### config.mk
export PLATFORM = sky130hd
export DESIGN_NAME = tile_map_scroll_streamer_top
export DESIGN_NICKNAME = d
export VERILOG_FILES = /design/src/tmss_pkg.sv /design/src/tile_map_scroll_streamer_top.sv
export SDC_FILE = /design/constraint.sdc
export NUM_CORES = 1
export LEC_CHECK = 0
export BUFFER_PORTS_ARGS = -buffer_cell sky130_fd_sc_hd__buf_2
export CORE_MARGIN = 5
export CORE_UTILIZATION = 45
export DETAILED_ROUTE_END_ITERATION = 7
export PLACE_DENSITY = 0.61
export SYNTH_ARGS = -nofsm -noshare
export SYNTH_HDL_FRONTEND = slang
export SYNTH_SLANG_ARGS = --single-unit
export TNS_END_PERCENT = 10
### constraint.sdc
create_clock -name clk -period 10.8 [get_ports clk]
set_clock_uncertainty 0.1 [all_clocks]
set_input_delay 1.62 -clock clk [delete_from_list [all_inputs] [get_ports clk]]
set_output_delay 1.62 -clock clk [all_outputs]
set_load 0.02 [all_outputs]
### src/tmss_pkg.sv
// Shared constants, codes and types for the tile map scroll streamer.
`timescale 1ns / 1ps
`default_nettype none

package tmss_pkg;

  localparam int MaxSideBlocks = 64;
  localparam int SideW         = 7;
  localparam int BlockW        = 12;
  localparam int TopLeftW      = 13;
  localparam int PosW          = 16;
  localparam int ClampW        = 14;
  localparam int ScrollW       = 9;
  localparam int SlotW         = 4;
  localparam int LayerW        = 2;
  localparam int BatchDepth    = 5;
  localparam int CopyDepth     = 4;
  localparam int CountW        = 3;

  localparam int InDataW   = 32;
  localparam int InUserW   = 2;
  localparam int OutDataW  = 40;
  localparam int CfgIndexW = 2;
  localparam int CfgDataW  = 7;

  localparam logic [PosW-1:0] BlockPx = 16'd256;
  localparam logic [7:0]      VMargin = 8'd64;

  typedef enum logic [1:0] {
    OP_LOAD   = 2'd0,
    OP_SCROLL = 2'd1,
    OP_SCREEN = 2'd2,
    OP_NONE   = 2'd3
  } op_t;

  localparam logic [CfgIndexW-1:0] CFG_WIDTH  = 2'd0;
  localparam logic [CfgIndexW-1:0] CFG_HEIGHT = 2'd1;
  localparam logic [CfgIndexW-1:0] CFG_LAYER  = 2'd2;

  localparam logic KIND_COPY   = 1'b0;
  localparam logic KIND_SCROLL = 1'b1;

  typedef struct packed {
    logic                 kind;
    logic [BlockW-1:0]    src;
    logic [SlotW-1:0]     slot;
    logic [ScrollW-1:0]   h;
    logic [ScrollW-1:0]   v;
    logic                 last;
  } result_t;

  function automatic logic [SideW-1:0] eff_size(input logic [SideW-1:0] v);
    logic [SideW-1:0] r;
    if (v == '0) begin
      r = SideW'(1);
    end else if (v > SideW'(MaxSideBlocks)) begin
      r = SideW'(MaxSideBlocks);
    end else begin
      r = v;
    end
    return r;
  endfunction

endpackage

`default_nettype wire

### src/tile_map_scroll_streamer_top.sv
// Top level of the tile map scroll streamer: input register, map logic and result queue.
`timescale 1ns / 1ps
`default_nettype none

// Streams a background map of 256-pixel blocks through a 2x2 ring of map slots.
// A request enters an input register, is worked combinationally into up to five
// results (block copy commands, then the scroll register values with tlast set)
// and these leave one per cycle while m_tready is high, from a five-entry result
// queue. A load gives five results, a clamped scroll one, three or five, a screen
// scroll one, and operation 3 none. The input register takes a new request
// whenever it is empty or its request moves into the queue, which happens in a
// cycle in which the queue is empty or sends its final result, so the next request
// can wait in the input register while the queue drains; the sustained request
// rate is set by the single result port. A request's first result is offered once
// it is in the queue. Configuration writes are always ready.
module tile_map_scroll_streamer_top (
  input  wire logic                            clk,
  input  wire logic                            rst,
  // value_x [15:0], value_y [31:16]
  input  wire logic [tmss_pkg::InDataW-1:0]    s_tdata,
  // operation [1:0]
  input  wire logic [tmss_pkg::InUserW-1:0]    s_tuser,
  input  wire logic                            s_tvalid,
  output logic                                 s_tready,
  // source_block [11:0], target_slot [15:12], scroll_h [24:16], scroll_v [33:25], zero above
  output logic [tmss_pkg::OutDataW-1:0]        m_tdata,
  // result_kind [0]
  output logic                                 m_tuser,
  output logic                                 m_tlast,
  output logic                                 m_tvalid,
  input  wire logic                            m_tready,
  input  wire logic                            cfg_valid,
  output logic                                 cfg_ready,
  input  wire logic [tmss_pkg::CfgIndexW-1:0]  cfg_index,
  input  wire logic [tmss_pkg::CfgDataW-1:0]   cfg_data
);
  import tmss_pkg::*;

  logic [SideW-1:0]    map_width;
  logic [SideW-1:0]    map_height;
  logic [LayerW-1:0]   layer;

  logic [PosW-1:0]     world_x;
  logic [PosW-1:0]     world_y;
  logic [PosW-1:0]     screen_pos_x;
  logic [PosW-1:0]     screen_pos_y;
  logic [TopLeftW-1:0] top_left;
  logic                phase_x;
  logic                phase_y;

  logic                in_valid;
  op_t                 in_op;
  logic [PosW-1:0]     in_x;
  logic [PosW-1:0]     in_y;

  result_t             queue [BatchDepth];
  logic [CountW-1:0]   count;

  logic                take;
  logic                advance;

  logic [SideW-1:0]    w;
  logic [SideW-1:0]    h;
  logic [SideW-1:0]    w_m1;
  logic [SideW-1:0]    h_m1;
  logic [ClampW-1:0]   lim_x;
  logic [ClampW-1:0]   lim_y;
  logic signed [PosW:0] lim_x_s;
  logic signed [PosW:0] lim_y_s;
  logic [BlockW-1:0]   w12;
  logic [TopLeftW-1:0] w13;

  // load
  logic                ld_over_x;
  logic                ld_over_y;
  logic                ld_adjust;
  logic [ClampW-1:0]   ld_wx;
  logic [ClampW-1:0]   ld_wy;
  logic [ScrollW-1:0]  ld_sx;
  logic [ScrollW-1:0]  ld_sy;
  logic [TopLeftW-1:0] ld_prod;
  logic [TopLeftW-1:0] ld_tl;

  // clamped scroll
  logic signed [PosW:0] sc_x;
  logic signed [PosW:0] sc_y;
  logic [PosW-1:0]     sc_sx;
  logic [PosW-1:0]     sc_sy;
  logic                sc_over_x;
  logic                sc_over_y;
  logic [PosW-1:0]     cx;
  logic [PosW-1:0]     cy;
  logic [PosW-1:0]     csx;
  logic [PosW-1:0]     csy;
  logic                xplus;
  logic                xminus;
  logic                yplus;
  logic                yminus;
  logic [PosW-1:0]     fsx;
  logic [PosW-1:0]     fsy;
  logic                phase_x1;
  logic                phase_y1;
  logic [TopLeftW-1:0] tl1;
  logic [TopLeftW-1:0] tl2;
  logic [BlockW-1:0]   xsrc0;
  logic [BlockW-1:0]   xsrc1;
  logic [BlockW-1:0]   ysrc0;
  logic [BlockW-1:0]   ysrc1;
  logic                xbit;
  logic                ybit;

  // screen scroll
  logic [PosW-1:0]     ss_x;
  logic [PosW-1:0]     ss_y;

  logic [BlockW-1:0]   cs [BatchDepth];
  logic [SlotW-1:0]    ct [BatchDepth];
  logic [CountW-1:0]   ncopy;
  logic [ScrollW-1:0]  hs;
  logic [ScrollW-1:0]  vs;
  result_t             batch [BatchDepth];
  logic [CountW-1:0]   batch_count;

  assign cfg_ready = 1'b1;

  always_ff @(posedge clk) begin
    if (rst) begin
      map_width  <= SideW'(1);
      map_height <= SideW'(1);
      layer      <= '0;
    end else if (cfg_valid) begin
      unique case (cfg_index)
        CFG_WIDTH:  map_width  <= cfg_data;
        CFG_HEIGHT: map_height <= cfg_data;
        CFG_LAYER:  layer      <= cfg_data[LayerW-1:0];
        default: ;
      endcase
    end
  end

  assign take     = m_tvalid & m_tready;
  assign advance  = in_valid & ((count == '0) | ((count == CountW'(1)) & take));
  assign s_tready = ~in_valid | advance;

  always_ff @(posedge clk) begin
    if (rst) begin
      in_valid <= 1'b0;
    end else if (s_tready) begin
      in_valid <= s_tvalid;
    end
  end

  always_ff @(posedge clk) begin
    if (s_tready & s_tvalid) begin
      in_op <= op_t'(s_tuser);
      in_x  <= s_tdata[PosW-1:0];
      in_y  <= s_tdata[2*PosW-1:PosW];
    end
  end

  assign w       = eff_size(map_width);
  assign h       = eff_size(map_height);
  assign w_m1    = w - SideW'(1);
  assign h_m1    = h - SideW'(1);
  assign lim_x   = {w_m1[5:0], 8'd0};
  assign lim_y   = {h_m1[5:0], VMargin};
  assign lim_x_s = $signed({3'b000, lim_x});
  assign lim_y_s = $signed({3'b000, lim_y});
  assign w12     = {5'b00000, w};
  assign w13     = {6'b000000, w};

  // load: clamp the position and locate the top-left block
  assign ld_over_x = $signed({in_x[PosW-1], in_x}) > lim_x_s;
  assign ld_over_y = $signed({in_y[PosW-1], in_y}) > lim_y_s;

  always_comb begin
    ld_adjust = 1'b0;
    if ((w == SideW'(1)) || in_x[PosW-1]) begin
      ld_wx = '0;
      ld_sx = '0;
    end else if (ld_over_x) begin
      ld_wx     = lim_x;
      ld_sx     = BlockPx[ScrollW-1:0];
      ld_adjust = 1'b1;
    end else begin
      ld_wx = in_x[ClampW-1:0];
      ld_sx = {1'b0, in_x[7:0]};
    end
    if (in_y[PosW-1]) begin
      ld_wy = '0;
      ld_sy = '0;
    end else if (ld_over_y) begin
      ld_wy = lim_y;
      ld_sy = {1'b0, VMargin};
    end else begin
      ld_wy = in_y[ClampW-1:0];
      ld_sy = {1'b0, in_y[7:0]};
    end
  end

  assign ld_prod = {7'b0000000, ld_wy[ClampW-1:8]} * w13;
  assign ld_tl   = ld_prod + {7'b0000000, ld_wx[ClampW-1:8]} - {12'd0, ld_adjust};

  // clamped scroll
  assign sc_x  = $signed({world_x[PosW-1], world_x}) + $signed({in_x[PosW-1], in_x});
  assign sc_y  = $signed({world_y[PosW-1], world_y}) + $signed({in_y[PosW-1], in_y});
  assign sc_sx = screen_pos_x + in_x;
  assign sc_sy = screen_pos_y + in_y;
  assign sc_over_x = sc_x > lim_x_s;
  assign sc_over_y = sc_y > lim_y_s;

  always_comb begin
    if (sc_over_x) begin
      cx  = {2'b00, lim_x};
      csx = BlockPx;
    end else if (sc_x[PosW]) begin
      cx  = '0;
      csx = '0;
    end else begin
      cx  = sc_x[PosW-1:0];
      csx = sc_sx;
    end
    if (sc_over_y) begin
      cy  = {2'b00, lim_y};
      csy = {8'd0, VMargin};
    end else if (sc_y[PosW]) begin
      cy  = '0;
      csy = '0;
    end else begin
      cy  = sc_y[PosW-1:0];
      csy = sc_sy;
    end
  end

  assign xplus  = $signed(csx) > $signed(BlockPx);
  assign xminus = csx[PosW-1];
  assign yplus  = $signed(csy) > $signed(BlockPx);
  assign yminus = csy[PosW-1];

  assign fsx = xplus ? (csx - BlockPx) : (xminus ? (csx + BlockPx) : csx);
  assign fsy = yplus ? (csy - BlockPx) : (yminus ? (csy + BlockPx) : csy);

  assign phase_x1 = phase_x ^ (xplus | xminus);
  assign phase_y1 = phase_y ^ (yplus | yminus);

  assign tl1 = xplus ? (top_left + TopLeftW'(1)) :
               (xminus ? (top_left - TopLeftW'(1)) : top_left);
  assign tl2 = yplus ? (tl1 + w13) : (yminus ? (tl1 - w13) : tl1);

  assign xsrc0 = tl1[BlockW-1:0] + (phase_y ? w12 : '0) + {11'd0, xplus};
  assign xsrc1 = tl1[BlockW-1:0] + (phase_y ? '0 : w12) + {11'd0, xplus};
  assign xbit  = xplus ? phase_x : ~phase_x;
  assign ysrc0 = tl2[BlockW-1:0] + (yplus ? w12 : '0) + {11'd0, phase_x1};
  assign ysrc1 = tl2[BlockW-1:0] + (yplus ? w12 : '0) + {11'd0, ~phase_x1};
  assign ybit  = yplus ? phase_y : ~phase_y;

  // screen scroll
  assign ss_x = screen_pos_x + in_x;
  assign ss_y = screen_pos_y + in_y;

  // assemble the results of the held request
  always_comb begin
    for (int i = 0; i < BatchDepth; i++) begin
      cs[i] = '0;
      ct[i] = '0;
    end
    ncopy = '0;
    hs    = '0;
    vs    = '0;
    unique case (in_op)
      OP_LOAD: begin
        cs[0] = ld_tl[BlockW-1:0];
        cs[1] = ld_tl[BlockW-1:0] + BlockW'(1);
        cs[2] = ld_tl[BlockW-1:0] + w12;
        cs[3] = ld_tl[BlockW-1:0] + w12 + BlockW'(1);
        ct[0] = {layer, 2'd0};
        ct[1] = {layer, 2'd1};
        ct[2] = {layer, 2'd2};
        ct[3] = {layer, 2'd3};
        ncopy = CountW'(CopyDepth);
        hs    = ld_sx;
        vs    = ld_sy;
      end
      OP_SCROLL: begin
        if (xplus | xminus) begin
          cs[0] = xsrc0;
          cs[1] = xsrc1;
          ct[0] = {layer, 1'b0, xbit};
          ct[1] = {layer, 1'b1, xbit};
        end
        if (yplus | yminus) begin
          if (xplus | xminus) begin
            cs[2] = ysrc0;
            cs[3] = ysrc1;
            ct[2] = {layer, ybit, 1'b0};
            ct[3] = {layer, ybit, 1'b1};
          end else begin
            cs[0] = ysrc0;
            cs[1] = ysrc1;
            ct[0] = {layer, ybit, 1'b0};
            ct[1] = {layer, ybit, 1'b1};
          end
        end
        ncopy = CountW'(2) * CountW'(xplus | xminus) + CountW'(2) * CountW'(yplus | yminus);
        hs    = {phase_x1 ^ fsx[8], fsx[7:0]};
        vs    = {phase_y1 ^ fsy[8], fsy[7:0]};
      end
      OP_SCREEN: begin
        hs = ss_x[ScrollW-1:0];
        vs = ss_y[ScrollW-1:0];
      end
      OP_NONE: ;
      default: ;
    endcase

    for (int i = 0; i < BatchDepth; i++) begin
      batch[i] = '0;
      if (CountW'(i) < ncopy) begin
        batch[i].kind = KIND_COPY;
        batch[i].src  = cs[i];
        batch[i].slot = ct[i];
      end else if (CountW'(i) == ncopy) begin
        batch[i].kind = KIND_SCROLL;
        batch[i].h    = hs;
        batch[i].v    = vs;
        batch[i].last = 1'b1;
      end
    end
    batch_count = (in_op == OP_NONE) ? '0 : ncopy + CountW'(1);
  end

  // map state
  always_ff @(posedge clk) begin
    if (rst) begin
      world_x      <= '0;
      world_y      <= '0;
      screen_pos_x <= '0;
      screen_pos_y <= '0;
      top_left     <= '0;
      phase_x      <= 1'b0;
      phase_y      <= 1'b0;
    end else if (advance) begin
      unique case (in_op)
        OP_LOAD: begin
          world_x      <= {2'b00, ld_wx};
          world_y      <= {2'b00, ld_wy};
          screen_pos_x <= {7'd0, ld_sx};
          screen_pos_y <= {7'd0, ld_sy};
          top_left     <= ld_tl;
        end
        OP_SCROLL: begin
          world_x      <= cx;
          world_y      <= cy;
          screen_pos_x <= fsx;
          screen_pos_y <= fsy;
          top_left     <= tl2;
          phase_x      <= phase_x1;
          phase_y      <= phase_y1;
        end
        OP_SCREEN: begin
          screen_pos_x <= ss_x;
          screen_pos_y <= ss_y;
        end
        OP_NONE: ;
        default: ;
      endcase
    end
  end

  // result queue: load a whole batch, then shift one result out per result taken
  always_ff @(posedge clk) begin
    if (rst) begin
      count <= '0;
    end else if (advance) begin
      count <= batch_count;
    end else if (take) begin
      count <= count - CountW'(1);
    end
  end

  always_ff @(posedge clk) begin
    if (advance) begin
      for (int i = 0; i < BatchDepth; i++) begin
        queue[i] <= batch[i];
      end
    end else if (take) begin
      for (int i = 0; i < BatchDepth - 1; i++) begin
        queue[i] <= queue[i+1];
      end
    end
  end

  assign m_tvalid = count != '0;
  assign m_tuser  = queue[0].kind;
  assign m_tlast  = queue[0].last;
  assign m_tdata  = {6'd0, queue[0].v, queue[0].h, queue[0].slot, queue[0].src};

endmodule

`default_nettype wire

# ---- Word level (Yosys, flattened, before mapping)
# Memory sizes are Yosys's and may differ from the RTL's.
# Index checks and enable logic that the tools add are counted.
dict set report totals {
  reg_bits 133
  ramBits 180
  elab_cells 198
  n_memories 1
}
dict set report classes {
  n_addsub 29
  mul 1
  order_cmp 13
  n_eq_ne 11
  mux 89
  bitwise 22
  reduce_logical 17
}
# memory depth word_bits read_ports rd_clocked_by_memory_dff wr line
set mem_list {}
lappend mem_list {queue 5 36 5 0 5 tile_map_scroll_streamer_top.sv:56} ;# result_t queue [BatchDepth];
# cell count
set op_table {}
lappend op_table {{16-bit two-way mux} 17}
lappend op_table {{19-bit two-way mux} 10}
lappend op_table {{36-bit two-way mux} 4}
lappend op_table {{16-bit case mux with 2 select lines} 3}
lappend op_table {{16-bit case mux with 3 select lines} 2}
lappend op_table {{48-bit case mux with 2 select lines} 1}
lappend op_table {{24-bit two-way mux} 3}
lappend op_table {{14-bit two-way mux} 4}
lappend op_table {{9-bit case mux with 3 select lines} 2}
lappend op_table {{13-bit two-way mux} 4}
lappend op_table {{12-bit by 1-bit adder with 12-bit output} 4}
lappend op_table {{12-bit by 7-bit adder with 12-bit output} 4}
lappend op_table {{48-bit two-way mux} 1}
lappend op_table {{8-bit two-way mux} 5}
lappend op_table {{7-bit two-way mux} 5}
lappend op_table {{16-bit by 16-bit adder with 17-bit output} 2}
lappend op_table {{17-bit by 15-bit > comparator with 1-bit output} 2}
lappend op_table {{16-bit adder} 2}
lappend op_table {{16-bit by 9-bit adder with 16-bit output (second input constant)} 2}
lappend op_table {{16-bit by 10-bit > comparator with 1-bit output (second input constant)} 2}
lappend op_table {{16-bit by 15-bit > comparator with 1-bit output} 2}
lappend op_table {{16-bit by 9-bit subtractor with 16-bit output (second input constant)} 2}
lappend op_table {{13-bit case mux with 2 select lines} 1}
lappend op_table {{12-bit by 1-bit adder with 12-bit output (second input constant)} 2}
lappend op_table {{other kinds (38)} 96}

# ---- Longest topological paths before layout
dict set report logic_depth {
  ltp_word 18
  ltp_mapped 50
}

# ---- Least setup slack after synthesis
# No wires, ideal clock.
dict set report synth_timing {
  path_kind {flip-flop to flip-flop}
  startpoint {register in_x[0]}
  endpoint {memory queue[0][34] in the netlist's numbering, data pin}
  t_arrival_ps 9626
  t_required_ps 10531
  slack_ps 905
  path_stages_with_launch 49
  cell_sequence {edfxtp_1 -> ha_1 -> fa_1 -> a211oi_1 -> o21bai_1 -> a21oi_1 -> o21bai_1 -> a21oi_1 -> o21ai_0 -> xor2_1 -> ha_1 -> nand3_1 -> or3_1 -> or4_4 -> nor4_4 -> a21o_4 -> buf_4 -> nand2_1 -> (+13 left out) -> a221oi_1 -> inv_1 -> fa_1 -> inv_1 -> a21oi_1 -> o21bai_1 -> a21o_1 -> a21o_1 -> a21o_1 -> nand2_1 -> mux2_2 -> o221ai_1 -> mux2i_1 -> xnor2_1 -> nand3b_1 -> o21bai_1 -> and3_1 -> o31ai_1}
}
# item line
set synth_rtl {}
lappend synth_rtl {{from (decl)} tile_map_scroll_streamer_top.sv:53} ;# logic [PosW-1:0] in_x;
lappend synth_rtl {{from (signal assigned)} tile_map_scroll_streamer_top.sv:156} ;# in_x <= s_tdata[PosW-1:0];
lappend synth_rtl {{to (decl)} tile_map_scroll_streamer_top.sv:56}

==> results.cfg <==
[clock_tree]
clk_latency_ns = 0.57
postCtsHoldBufs = 0
clockRootBuffer = clkbuf_16
numCtsBuffers = 37
path_clk_slew_ns = 0.06
numClockSinks = 296
clock_path_buffers = 3
cts_tree = done
htreeDepth = 2

[route]
num_vias = 20100
drc = 0
drtIter0Drc = 1779
vias_per_cell = 5.95
drt-total-wl_mm = 71.0
antenna_left = 0
wl_per_cell_microns = 21.0
firstDrtPassIters = 6

[floorplanning]
die_x_microns = 237
die_h_microns = 237
fp-row-count = 83
start_util_pct = 45.3
core_sq_um = 51300
io_pins = 93
die_area_sq_um = 56300

[sta]
period_share_pct = 95.0
slew_headroom_pct = 14.2
fin_tns_setup_ns = 0
maxSlewViolCount = 0
rsz0062_at_grt = false
setup_violations = 0
fmax_mhz = 97.5
period_minus_slack_ns = 10.26
setup_slack_ns = 0.541
timing_hold_violations_final = 0
worst_slew_pin_slew_ns = 1.25

[min_path]
hold_path_depth = 2
worstHoldStart = world_x[12]$_SDFFE_PP0P_
min_to = world_x[12]$_SDFFE_PP0P_
hp-class = reg -> reg

[layout]
fin_nets = 2937
drive_above_1_share_pct = 10.2
final_cells = 3379
areaGrowthSynthToFinish_pct = 10.2
diodes = 0
final_cell_area_sq_um = 25600

[pwr]
power.static_leakage_nw = 10.4
power_density_nw_per_um2 = 233
ir_drop_mv = 0.164

[yosys]
synth_top_area_share_pct = 25.6
ys_types = 99
yosysSeqAreaShare_pct = 34.0
synth_area_leaders = edfxtp_1 26%, ha_1 9.5%, dfxtp_1 8.4%
yosys_warnings = 0
ys_ff_latch = 296
synth_edf_count = 198
yosysMostFrequentCell = nor2_1
syn_area_sq_um = 23300
synth_area_per_cell_sq_um = 8.84
synthTopCellsByCount = 305 x nor2_1, 213 x nand2_1, 198 x edfxtp_1, 177 x ha_1, 153 x inv_1
ys.flop_type = edfxtp_1
synthCells = 2632
async_reset_ff_share_pct = 0
synth_area_leader_cell = edfxtp_1

[setup_path]
path_class = reg -> reg
slowest_stage = edfxtp_1
required_ns = 11.01
cp_max_fo = 8
ff2ff_path_depth = 44
crit_path_end_kind = register
crit_path_max_incr_delay_ns = 0.45
r2r_end = queue[0][141]$_SDFFCE_PP0P_
r2r-start = in_x[0]$_DFFE_PP_
crit_arrival_ns = 10.47
start_kind = register
rrSetupSlack_ns = 0.54
cpMostUsedCell = ha_1

[global_route]
grt_overflow_total = 0
grt_max_degree = 84
grt_usage_pct = 24.6
grt_pass1_wl_mm = 112
first_global_vias = 19800
antenna_found_initial = 1

[placed_design]
portBuffers = 85
hpwl_mm = 53.5
gp_congestion = 0.958
dp_cells = 3305
dp_slack_ns = 0.200
placed_cell_area_sq_um = 24300

[run_status]
status = finished clean

[run]
cap_violations = 0
[cells in the final DEF, fill, tap and decap left out, drive strengths merged, types with 63 or more instances in the layout]
master,n
nor2,307
nand2,213
edfxtp,198
ha,177
buf,158
inv,154
a21oi,149
o21ai,135
dfxtp,98
xnor2,88
xor2,66
nor3,65
and2,65
nand3,63
[flip-flops by register name, summed over array words and instances, names as in the netlist, 12 cells and up]
register      count
top_left         12
screen_pos_y     16
queue           164
screen_pos_x     16
world_x          16
in_x             16
world_y          16
in_y             16
[final cells by class]
type | instances | area, sq um
Tap cell | 680 | 851
Clock inverter | 16 | 216
Multi-Input combinational cell | 2023 | 14100
Fill cell | 4909 | 25700
Timing Repair Buffer | 158 | 976
Inverter | 155 | 582
Sequential cell | 296 | 7910
Clock buffer | 51 | 998
[per-stage QoR]
| step | power [mW] | hold WS (ns) | util (%) |
|---|---|---|---|
| 4_1_cts | 5.98 | 0.365 | 49.8 |
| 2_1_floorplan | 3.98 | 0.341 | - |
| 6_report | 5.98 | 0.362 | 50.0 |
| 3_3_place_gp | 4.69 | 0.350 | 47.4 |
| 5_1_grt | 6.40 | 0.377 | 50.0 |
| 3_5_place_dp | 4.72 | 0.356 | 47.4 |
[where the power goes]
group,leakage [nW],switching (mW),internal [mW]
Combinational,7.12,1.87,1.00
Clock,0.581,0.524,0.710
Sequential,2.73,0.151,1.73
[worst max-delay path: cells and delay by family, from the launching register on]
kind / cells / cell delay [ns]
compound gates: 18 / 3.30
xor+xnor: 4 / 0.98
fa+ha+maj: 6 / 1.99
buf+inv: 4 / 0.55
flops: 1 / 0.45
mux: 2 / 0.35
simple gates: 10 / 2.25
[cell families after synthesis]
| logic type | after synthesis | share of synthesized area, % |
|---|---|---|
| other | 2 | 0.0323 |
| DFF | 296 | 34.0 |
| and+or+nand+nor | 885 | 18.2 |
| muxes | 33 | 1.44 |
| buffers and inverters | 318 | 5.86 |
| AOI/OAI and AO/OA | 723 | 21.2 |
| xor gates and xnor gates | 156 | 6.19 |
| adders and majority gates | 219 | 13.1 |
[how the worst max path moves through the flow]
stage                                        endpoint               from  cells past startpoint
after global routing      queue[0][141]$_SDFFCE_PP0P_  in_x[0]$_DFFE_PP_                     48
after global placement         queue[0][33]$_DFFE_PP_  in_x[0]$_DFFE_PP_                     45
final                     queue[0][141]$_SDFFCE_PP0P_  in_x[0]$_DFFE_PP_                     44
after CTS                      queue[0][33]$_DFFE_PP_  in_x[0]$_DFFE_PP_                     44
after floorplan                queue[0][34]$_DFFE_PP_  in_x[0]$_DFFE_PP_                     48
after detailed placement       queue[0][33]$_DFFE_PP_  in_x[0]$_DFFE_PP_                     44
[timing repair]
action | 4_1_cts | 5_1_grt
resized for setup | 0 | 10
endpoints found under the setup margin | 0 | 20
setup buffers | 0 | 7
[per-layer routing]
metal	GRT usage (%)	routed length (microns)
met5	0	0
met4	7.52	2020
met3	3.23	4410
met2	41.0	33300
met1	33.6	31200
Note: power is estimated with default switching activity, not from simulation.
